[src/sv/dq_pkg.sv]
package dq_pkg;

    // Default ring depth in words
    localparam int unsigned DEPTH_DEF = 16;

    // Field widths fixed by the interface
    localparam int unsigned WORD_W  = 32;
    localparam int unsigned CMD_W   = 2;
    localparam int unsigned STAT_W  = 2;
    localparam int unsigned COUNT_W = 5;

    typedef enum logic [CMD_W-1:0] {
        CMD_PUSH_BACK  = 2'd0,
        CMD_PUSH_FRONT = 2'd1,
        CMD_POP_FRONT  = 2'd2,
        CMD_POP_BACK   = 2'd3
    } dq_cmd_t;

    typedef enum logic [STAT_W-1:0] {
        STAT_OK    = 2'd0,
        STAT_FULL  = 2'd1,
        STAT_EMPTY = 2'd2
    } dq_status_t;

    typedef enum logic {
        S_IDLE = 1'b0,
        S_READ = 1'b1
    } dq_state_t;

    // Controller to datapath
    typedef struct packed {
        logic       upd;        // apply op: storage access, pointer and count update
        dq_cmd_t    op;
        logic       res_now;    // load output register with an immediate result
        dq_status_t res_status;
        logic       res_pop;    // load output register with the read word
    } dq_ctl_t;

    // Datapath to controller
    typedef struct packed {
        logic full;
        logic empty;
        logic out_busy;         // output register holds a result not taken this cycle
    } dq_stat_t;

endpackage

[src/sv/dq_ctrl.sv]
module dq_ctrl (
    input  logic              aclk,
    input  logic              aresetn,
    input  logic              s_valid,
    output logic              s_ready,
    input  logic [1:0]        s_cmd,
    input  dq_pkg::dq_stat_t  stat,
    output dq_pkg::dq_ctl_t   ctl
);
    import dq_pkg::*;

    dq_state_t state_reg;
    dq_state_t state_next;
    dq_cmd_t   op;
    logic      accept;
    logic      is_push;

    assign op      = dq_cmd_t'(s_cmd);
    assign is_push = (op == CMD_PUSH_BACK) || (op == CMD_PUSH_FRONT);
    assign s_ready = (state_reg == S_IDLE) && !stat.out_busy;
    assign accept  = s_valid && s_ready;

    // State register
    always_ff @(posedge aclk) begin
        if (!aresetn) begin
            state_reg <= S_IDLE;
        end else begin
            state_reg <= state_next;
        end
    end

    // Next state: an accepted pop that succeeds waits in S_READ for the registered read data
    always_comb begin
        state_next = state_reg;
        unique case (state_reg)
            S_IDLE: begin
                if (accept && !is_push && !stat.empty) begin
                    state_next = S_READ;
                end
            end
            S_READ: begin
                state_next = S_IDLE;
            end
            default: state_next = S_IDLE;
        endcase
    end

    // Commands to the datapath
    always_comb begin
        ctl            = '0;
        ctl.op         = op;
        ctl.res_status = STAT_OK;
        unique case (state_reg)
            S_IDLE: begin
                if (accept) begin
                    if (is_push) begin
                        ctl.res_now    = 1'b1;
                        ctl.upd        = !stat.full;
                        ctl.res_status = stat.full ? STAT_FULL : STAT_OK;
                    end else if (stat.empty) begin
                        ctl.res_now    = 1'b1;
                        ctl.res_status = STAT_EMPTY;
                    end else begin
                        ctl.upd        = 1'b1;
                    end
                end
            end
            S_READ: begin
                ctl.res_pop = 1'b1;
            end
            default: ;
        endcase
    end

endmodule

[src/sv/dq_datapath.sv]
module dq_datapath #(
    parameter int unsigned DEPTH = dq_pkg::DEPTH_DEF
) (
    input  logic                aclk,
    input  logic                aresetn,
    input  dq_pkg::dq_ctl_t     ctl,
    output dq_pkg::dq_stat_t    stat,
    input  logic signed [31:0]  s_push_value,
    output logic                m_valid,
    input  logic                m_ready,
    output logic signed [31:0]  m_pop_value,
    output logic [1:0]          m_status,
    output logic [4:0]          m_count_after
);
    import dq_pkg::*;

    localparam int unsigned PTR_W = $clog2(DEPTH);
    localparam int unsigned CNT_W = $clog2(DEPTH + 1);

    logic [WORD_W-1:0] mem [DEPTH];
    logic [WORD_W-1:0] rd_data_reg;

    logic [PTR_W-1:0] head_reg, head_next;
    logic [PTR_W-1:0] tail_reg, tail_next;
    logic [CNT_W-1:0] count_reg, count_next;
    logic [PTR_W-1:0] head_inc, head_dec, tail_inc, tail_dec;
    logic [PTR_W-1:0] wr_addr, rd_addr;
    logic             wr_en, rd_en;
    logic [CNT_W+COUNT_W-1:0] count_ext;

    logic              out_valid_reg, out_valid_next;
    logic [WORD_W-1:0] out_value_reg;
    dq_status_t        out_status_reg;
    logic [COUNT_W-1:0] out_count_reg;

    // Ring neighbors with explicit wrap
    assign head_inc = (head_reg == PTR_W'(DEPTH - 1)) ? '0 : head_reg + 1'b1;
    assign head_dec = (head_reg == '0) ? PTR_W'(DEPTH - 1) : head_reg - 1'b1;
    assign tail_inc = (tail_reg == PTR_W'(DEPTH - 1)) ? '0 : tail_reg + 1'b1;
    assign tail_dec = (tail_reg == '0) ? PTR_W'(DEPTH - 1) : tail_reg - 1'b1;

    // Pointer and count update, storage addresses
    always_comb begin
        head_next  = head_reg;
        tail_next  = tail_reg;
        count_next = count_reg;
        wr_en      = 1'b0;
        rd_en      = 1'b0;
        wr_addr    = tail_reg;
        rd_addr    = head_reg;
        if (ctl.upd) begin
            unique case (ctl.op)
                CMD_PUSH_BACK: begin
                    wr_en      = 1'b1;
                    wr_addr    = tail_reg;
                    tail_next  = tail_inc;
                    count_next = count_reg + 1'b1;
                end
                CMD_PUSH_FRONT: begin
                    wr_en      = 1'b1;
                    wr_addr    = head_dec;
                    head_next  = head_dec;
                    count_next = count_reg + 1'b1;
                end
                CMD_POP_FRONT: begin
                    rd_en      = 1'b1;
                    rd_addr    = head_reg;
                    head_next  = head_inc;
                    count_next = count_reg - 1'b1;
                end
                CMD_POP_BACK: begin
                    rd_en      = 1'b1;
                    rd_addr    = tail_dec;
                    tail_next  = tail_dec;
                    count_next = count_reg - 1'b1;
                end
                default: ;
            endcase
        end
    end

    // Storage: one write port, one registered read port
    always_ff @(posedge aclk) begin
        if (wr_en) begin
            mem[wr_addr] <= s_push_value;
        end
        if (rd_en) begin
            rd_data_reg <= mem[rd_addr];
        end
    end

    // Pointers and fill count
    always_ff @(posedge aclk) begin
        if (!aresetn) begin
            head_reg  <= '0;
            tail_reg  <= '0;
            count_reg <= '0;
        end else begin
            head_reg  <= head_next;
            tail_reg  <= tail_next;
            count_reg <= count_next;
        end
    end

    // Count reported in 5 bits
    assign count_ext = {{COUNT_W{1'b0}}, count_next};

    // Output register valid
    always_comb begin
        out_valid_next = out_valid_reg;
        if (ctl.res_now || ctl.res_pop) begin
            out_valid_next = 1'b1;
        end else if (m_ready) begin
            out_valid_next = 1'b0;
        end
    end

    always_ff @(posedge aclk) begin
        if (!aresetn) begin
            out_valid_reg <= 1'b0;
        end else begin
            out_valid_reg <= out_valid_next;
        end
    end

    // Output register payload
    always_ff @(posedge aclk) begin
        if (ctl.res_now) begin
            out_value_reg  <= '0;
            out_status_reg <= ctl.res_status;
            out_count_reg  <= count_ext[COUNT_W-1:0];
        end else if (ctl.res_pop) begin
            out_value_reg  <= rd_data_reg;
            out_status_reg <= STAT_OK;
            out_count_reg  <= count_ext[COUNT_W-1:0];
        end
    end

    assign stat.full     = (count_reg == CNT_W'(DEPTH));
    assign stat.empty    = (count_reg == '0);
    assign stat.out_busy = out_valid_reg && !m_ready;

    assign m_valid       = out_valid_reg;
    assign m_pop_value   = out_value_reg;
    assign m_status      = out_status_reg;
    assign m_count_after = out_count_reg;

endmodule

[src/sv/double_ended_queue_core.sv]
// Channel   Handshake           Payload
// s_        s_valid / s_ready   s_cmd[1:0], s_push_value[31:0]
// m_        m_valid / m_ready   m_pop_value[31:0], m_status[1:0], m_count_after[4:0]
//
// A push or a rejected request loads the output register directly; a successful pop
// passes through the registered read port of the storage memory and the S_READ state.
// Reset clears the pointers, the fill count and the output valid; storage is
// not cleared and holds no valid bits.
// A new request is taken while no pop read is pending and the output register is empty or being drained.
module double_ended_queue_core #(
    parameter int unsigned DEPTH = dq_pkg::DEPTH_DEF
) (
    input  logic               aclk,
    input  logic               aresetn,
    input  logic               s_valid,
    output logic               s_ready,
    input  logic [1:0]         s_cmd,
    input  logic signed [31:0] s_push_value,
    output logic               m_valid,
    input  logic               m_ready,
    output logic signed [31:0] m_pop_value,
    output logic [1:0]         m_status,
    output logic [4:0]         m_count_after
);
    import dq_pkg::*;

    dq_ctl_t  ctl;
    dq_stat_t stat;

    dq_ctrl u_ctrl (
        .aclk    (aclk),
        .aresetn (aresetn),
        .s_valid (s_valid),
        .s_ready (s_ready),
        .s_cmd   (s_cmd),
        .stat    (stat),
        .ctl     (ctl)
    );

    dq_datapath #(
        .DEPTH (DEPTH)
    ) u_datapath (
        .aclk          (aclk),
        .aresetn       (aresetn),
        .ctl           (ctl),
        .stat          (stat),
        .s_push_value  (s_push_value),
        .m_valid       (m_valid),
        .m_ready       (m_ready),
        .m_pop_value   (m_pop_value),
        .m_status      (m_status),
        .m_count_after (m_count_after)
    );

endmodule

[config.mk]
export PLATFORM = sky130hd
export DESIGN_NAME = double_ended_queue_core
export DESIGN_NICKNAME = d
export VERILOG_FILES = /design/src/sv/dq_pkg.sv /design/src/sv/dq_ctrl.sv /design/src/sv/dq_datapath.sv /design/src/sv/double_ended_queue_core.sv
export SDC_FILE = /design/constraint.sdc
export NUM_CORES = 1
export LEC_CHECK = 0
export BUFFER_PORTS_ARGS = -buffer_cell sky130_fd_sc_hd__buf_2
export CAP_MARGIN = 20
export CORE_MARGIN = 10
export CORE_UTILIZATION = 50
export CTS_CLUSTER_DIAMETER = 80
export DETAILED_ROUTE_END_ITERATION = 6
export GPL_ROUTABILITY_DRIVEN = 0
export MAX_ROUTING_LAYER = met4
export PLACE_DENSITY = 0.66
export SETUP_SLACK_MARGIN = 0.4
export SYNTH_ARGS = -nofsm -noshare
export SYNTH_HDL_FRONTEND = slang
export SYNTH_HIERARCHICAL = 1
export SYNTH_SLANG_ARGS = --single-unit
[constraint.sdc]
create_clock -name aclk -period 8.95 [get_ports aclk]
set_input_delay 0.4475 -clock aclk [delete_from_list [all_inputs] [get_ports aclk]]
set_output_delay 0.4475 -clock aclk [all_outputs]
set_load 0.1 [all_outputs]
==> results of run 1 <==
[worst min-delay path by stage]
stage / start / endpoint / slack (ns) / cells after the start
2_1_floorplan: u_datapath/rd_data_reg[0] / u_datapath/m_pop_value[0] / 0.46 / 2
3_3_place_gp: u_datapath/m_pop_value[6] / u_datapath/m_pop_value[6] / 0.47 / 2
3_5_place_dp: u_datapath/rd_data_reg[6] / u_datapath/m_pop_value[6] / 0.48 / 2
4_1_cts: aresetn / u_ctrl/state_reg / 0.09 / 3
5_1_grt: aresetn / u_datapath/count_reg[3] / 0.13 / 2
6_report: aresetn / u_ctrl/state_reg / 0.12 / 3
[synthesized netlist by cell type (2+ instances only)]
cell	n
dfxtp_1	47
nand3_1	3
or3_1	2
or4_1	2
o21ba_2	2
edfxtp_1	551
o21a_1	2
nand2b_1	2
xnor2_1	6
buf_4	11
a221oi_1	24
a21o_1	4
mux2_2	4
nor2_1	70
a221oi_2	8
nor2b_1	4
buf_2	32
and2_1	8
a21oi_1	18
a32o_1	32
o21ai_0	40
a211oi_1	66
buf_1	4
o31ai_1	3
ha_1	10
inv_1	12
nor2_2	4
mux2i_1	163
buf_6	7
nor3b_2	2
a32oi_1	64
nand2_1	147
xor2_1	3
and3_1	65
clkbuf_1	49
[power by group through the flow]
| stage | Combinational [mW] | Sequential, mW | Clock (mW) |
|---|---|---|---|
| after floorplan | 0.856 | 3.64 | 0 |
| after global placement | 1.54 | 3.35 | 0 |
| after detailed placement | 1.56 | 3.35 | 0 |
| after CTS | 1.57 | 3.29 | 2.48 |
| after global routing | 1.67 | 3.31 | 2.59 |
| final | 1.57 | 3.29 | 2.44 |
[critical path, cell delays in order, from the launching register on]
cell      delay [ns]
dfxtp_1         0.35
or4_1           0.57
nor2_1          0.17
nand2_1         0.08
nor3b_2         0.16
buf_4           0.20
nand3_2         0.08
buf_4           0.55
nand2_4         0.48
buf_4           0.45
buf_4           0.38
nor2_1          0.90
a221oi_1        0.19
a32o_1          0.26
[cell families (layout without fill, tap and decap cells)]
kind of cell	Yosys count	count (layout)	synth area share (%)
xor+xnor	9	9	0.334
compound gates	270	270	9.12
mux	168	168	7.20
other cells	0	2	0
simple gates	313	313	6.07
flops	598	598	74.1
fa+ha+maj	11	11	0.615
buf+inv	118	243	2.56
[metrics by stage]
step           instance area [sq um]  setup WS (ns)
6_report                       26600           3.76
5_1_grt                        26600           3.53
4_1_cts                        26600           3.86
3_5_place_dp                   24700           3.86
3_3_place_gp                   24700           3.97
2_1_floorplan                  23600           4.57
[layout make-up]
cell class / instances / share of cell area (%)
Antenna cell: 2 / 0.0188
Timing Repair Buffer: 116 / 2.57
Multi-Input combinational cell: 771 / 21.4
Sequential cell: 598 / 65.7
Clock buffer: 86 / 6.39
Inverter: 13 / 0.183
Clock inverter: 28 / 0.884
Tap cell: 607 / 2.85
[layer usage]
layer	vias to the layer above	GRT usage (%)	wire, um
met2	517	32.6	27300
li1	6002	-	-
met5	-	-	0
met4	0	6.56	1450
met1	6834	26.7	24000
met3	105	3.02	3960
[placed cells by master (no fill, tap or decap), types with 40 or more instances in the layout]
cell and n:
dfxtp_1 46, buf_2 78, o21ai_0 40, a32oi_1 64, and3_1 65, clkbuf_16 62
a211oi_1 66, mux2i_1 163, nand2_1 146, nor2_1 50, edfxtp_1 551
==> flow_summary.yaml, run 1 <==
critical_path:
  r2r_slack_ns: 3.76
  crit_path_max_fanout: 66
  crit_start: "u_datapath/count_reg[0]"
  crit_path_start_kind: "flop"
  rr_startpoint: "u_datapath/count_reg[0]"
  reg2reg_depth: 13
  cp.arrival_ns: 5.57
  rr_endpoint: "u_datapath/rd_data_reg[17]"
  cp-endpoint: "u_datapath/rd_data_reg[17]"
  critPathKind: "flop to flop"
  critPathCaptureType: "flop"
  worstPathRequired_ns: 9.32
clock_network:
  cts_setup_buffers: 0
  clock_sinks: 598
  hold_buffers: 0
  cts_htree_levels: 2
  ctsResizeCount: 0
  tritoncts: "done"
  clockRootBuffer: "clkbuf_16"
  cts.path.max_buffers: 3
  numCtsBuffers: 60
  cts.reportedPaths.clkPinSlew_ns: 0.06
  clk_latency_ns: 0.63
sta:
  relSlewSlack_pct: 26.3
  skew_ns: 0.0241
  clock.fmax_ghz: 0.193
  tns_ns: 0
  min_period_over_period_pct: 58.0
  rsz0062_at_grt: "false"
  layout_min_cycle_time_ns: 5.19
  setup_viol: 0
  final_max_slew_viol_count: 0
  hold_violations: 0
  worst_slew_pin_slew_ns: 1.10
  fin_hold_ws_ns: 0.118
layout:
  largest_register_ffs: 512
  post-route-util_pct: 57.1
  syn_to_final_growth_pct: 12.8
  fin_nets: 1609
  final_cells: 2221
  drive_above_1_share_pct: 16.1
  seqCellArea_sq_um: 17500
  fillers: 3585
  multiInputGateArea_sq_um: 5700
route:
  vias: 13458
  firstDrtPassIters: 5
  vias_per_cell: 6.06
  drt_iter0_drc: 1348
  wire_per_inst_um: 25.5
  detail-route-antenna-nets: 0
  routed_wl_mm: 56.7
  drc: 0
global_routing:
  grt_pass1_wl_mm: 84.6
  grt_pass1_vias: 13250
  antenna_found_initial: 2
  grt_usage_pct: 20.4
  grt_max_degree: 67
  grt_overflow: 0
yosys:
  synth-main-ff-cell: "edfxtp_1"
  ys_ff_latch: 598
  ys_top_cells_by_area: "edfxtp_1, mux2i_1, dfxtp_1"
  syn_area_sq_um: 23600
  syn-mean-instance-area_sq_um: 15.9
  synth_nets: 1536
  yosys.area.top_type: "edfxtp_1"
  ys_warn_count: 6
  yosysTopAreaCellShare_pct: 70.1
  yosysSeqAreaShare_pct: 74.1
  synth_cell_types: 51
  async_reset_ff_share_pct: 0
  postSynthCellCount: 1487
  synth_edf_count: 551
die:
  die_y_um: 237
  die_w_um: 237
  io_pins: 79
  dieArea_sq_um: 56300
  num_rows: 79
  coreArea_sq_um: 46700
  initial_utilization_pct: 50.6
power_and_ir_drop:
  ir_drop_mv: 0.154
  p_int_mw: 5.08
  power_frac_clock_pct: 33.4
  combPwrFrac_pct: 21.5
  p_per_area_nw_per_um2: 274
  sw_frac_of_total_pct: 30.4
  p_seq_share_pct: 45.1
  switchingPower_mw: 2.22
  fin_total_pwr_mw: 7.31
  leakage_nw: 9.21
worst_hold_path:
  hold_path.class: "input pin to flop"
placement:
  dp_cells: 2104
  dp_hpwl_mm: 30.6
  numPortBuffers: 78
job:
  max-cap-violations: 0
status:
  status: "completed"
Power figures use the tool's default switching activity.
==> run 2: changes to the inputs <==
PLACE_DENSITY = 0.69   (was 0.66)
clock period = 4.4 ns   (was 8.95 ns; I/O delays follow)
==> flow_summary.yaml, run 2 (synthesis results as in run 1) <==
clock_network:
  clock_sinks: 598
  cts.path.max_buffers: 3
  tritoncts: "done"
  clockRootBuffer: "clkbuf_16"
  clk_latency_ns: 0.63
  cts.reportedPaths.clkPinSlew_ns: 0.06
  cts_setup_buffers: 0
  cts_htree_levels: 2
  numCtsBuffers: 58
power_and_ir_drop:
  p_seq_share_pct: 44.4
  fin_total_pwr_mw: 15.1
  p_per_area_nw_per_um2: 553
  combPwrFrac_pct: 21.8
  p_int_mw: 10.6
  power_frac_clock_pct: 33.8
  leakage_nw: 9.46
  switchingPower_mw: 4.52
  ir_drop_mv: 0.331
  sw_frac_of_total_pct: 29.9
sta:
  hold_violations: 0
  rsz0062_at_grt: "false"
  tns_ns: 0
  skew_ns: 0.0322
  worst_slew_pin_slew_ns: 0.861
  final_max_slew_viol_count: 0
  min_period_over_period_pct: 86.3
  layout_min_cycle_time_ns: 3.80
  relSlewSlack_pct: 42.4
  setup_viol: 0
  fin_hold_ws_ns: 0.0480
  postLayoutSetupSlackWorst_ns: 0.602
  clock.fmax_ghz: 0.263
layout:
  final_cell_area_sq_um: 27300
  fin_nets: 1656
  syn_to_final_growth_pct: 15.5
  largest_register_ffs: 512
  post-route-util_pct: 58.4
  fillers: 3503
  mostFrequentLayoutCells: "edfxtp_1, mux2i_1, nand2_1, buf_2, a211oi_1"
  drive_above_1_share_pct: 16.4
  final_cells: 2263
  layout_commonest_cell: "edfxtp_1"
  antennaDiodeCount: 0
placement:
  pre_cts_ws_ns: 0.614
  numPortBuffers: 78
  dp_hpwl_mm: 32.1
  dp_cells: 2119
  dpl-instance-area_sq_um: 24900
route:
  drc: 0
  firstDrtPassIters: 5
  detail-route-antenna-nets: 0
  routed_wl_mm: 55.7
  wire_per_inst_um: 24.6
  vias_per_cell: 6.03
  drt_iter0_drc: 1430
  vias: 13653
critical_path:
  crit_path_start_kind: "flop"
  cp.arrival_ns: 4.16
  critPathKind: "flop to flop"
  critPathCaptureType: "flop"
  worstPathRequired_ns: 4.77
  crit_path_max_fanout: 15
global_routing:
  grt_max_degree: 73
  grt_pass1_wl_mm: 84.5
  antenna_found_initial: 0
  grt_pass1_vias: 13491
  grt_usage_pct: 20.1
  grt_overflow: 0
die:
  initial_utilization_pct: 50.6
  num_rows: 79
  dieArea_sq_um: 56300
  die_w_um: 237
  die_y_um: 237
  io_pins: 79
  coreArea_sq_um: 46700
job:
  max-cap-violations: 0
status:
  status: "completed"
worst_hold_path:
  hold_path.class: "input pin to flop"
[run 2: cell types whose count changed in the layout (fill, tap and decap cells not counted), moves of 2 or more]
cell           before  now
clkinvlp_4          2    6
clkbuf_1           18   16
bufinv_16           3    7
dlygate4sd3_1       0   35
clkinv_2           13    8
diode_2             2    0
buf_12              0   12
clkinv_4            2    0
buf_4              37   40
[run 2: layer usage]
metal,vias up,routed length [um],global-route usage [%]
met2,532,26900,31.5
li1,6085,-,-
met3,90,4130,3.75
met5,-,0,-
met1,6946,23500,26.4
met4,0,1180,6.12
[run 2: worst paths after layout]
path                        startpoint                    endpoint  slack (ns)  cells after the start
min                            s_valid            u_ctrl/state_reg        0.05                      3
max            u_datapath/count_reg[0]  u_datapath/rd_data_reg[26]        0.60                     10
max reg2reg    u_datapath/count_reg[0]  u_datapath/rd_data_reg[26]        0.60                     10
min reg2reg  u_datapath/m_pop_value[6]   u_datapath/m_pop_value[6]        0.48                      2
[run 2: final cells by class]
class | instances | area [sq um] | share of cell area (%)
timing repair buffer | 165 | 1280 | 4.70
sequential | 598 | 17500 | 64.2
inverter | 13 | 48.8 | 0.179
tap | 607 | 759 | 2.79
clock inverter | 27 | 323 | 1.18
clock buffer | 82 | 1660 | 6.07
multi-input combinational | 771 | 5700 | 20.9
[run 2: power groups by stage]
| stage | combinational, mW | clock [mW] | sequential [mW] |
|---|---|---|---|
| 3_5_place_dp | 3.24 | 0 | 6.82 |
| 3_3_place_gp | 3.18 | 0 | 6.81 |
| 4_1_cts | 3.29 | 5.18 | 6.70 |
| 2_1_floorplan | 1.74 | 0 | 7.40 |
| 6_report | 3.29 | 5.10 | 6.70 |
| 5_1_grt | 3.51 | 5.39 | 6.72 |
[run 2: repair_timing]
item,CTS,global route
resized for setup,0,1
setup endpoints to repair,0,1
hold endpoints to repair,517,0
hold buffers,35,0
[run 2: critical path, stage by stage, from the launching register on]
cell and delay (ns):
dfxtp_1 0.35, or4_1 0.56, nor2_1 0.17, nand2_1 0.08, nor3b_2 0.21, and2_1 0.28, a21o_1 0.43, nor2_4 0.61
buf_4 0.40, a32oi_1 0.15, a32o_1 0.27
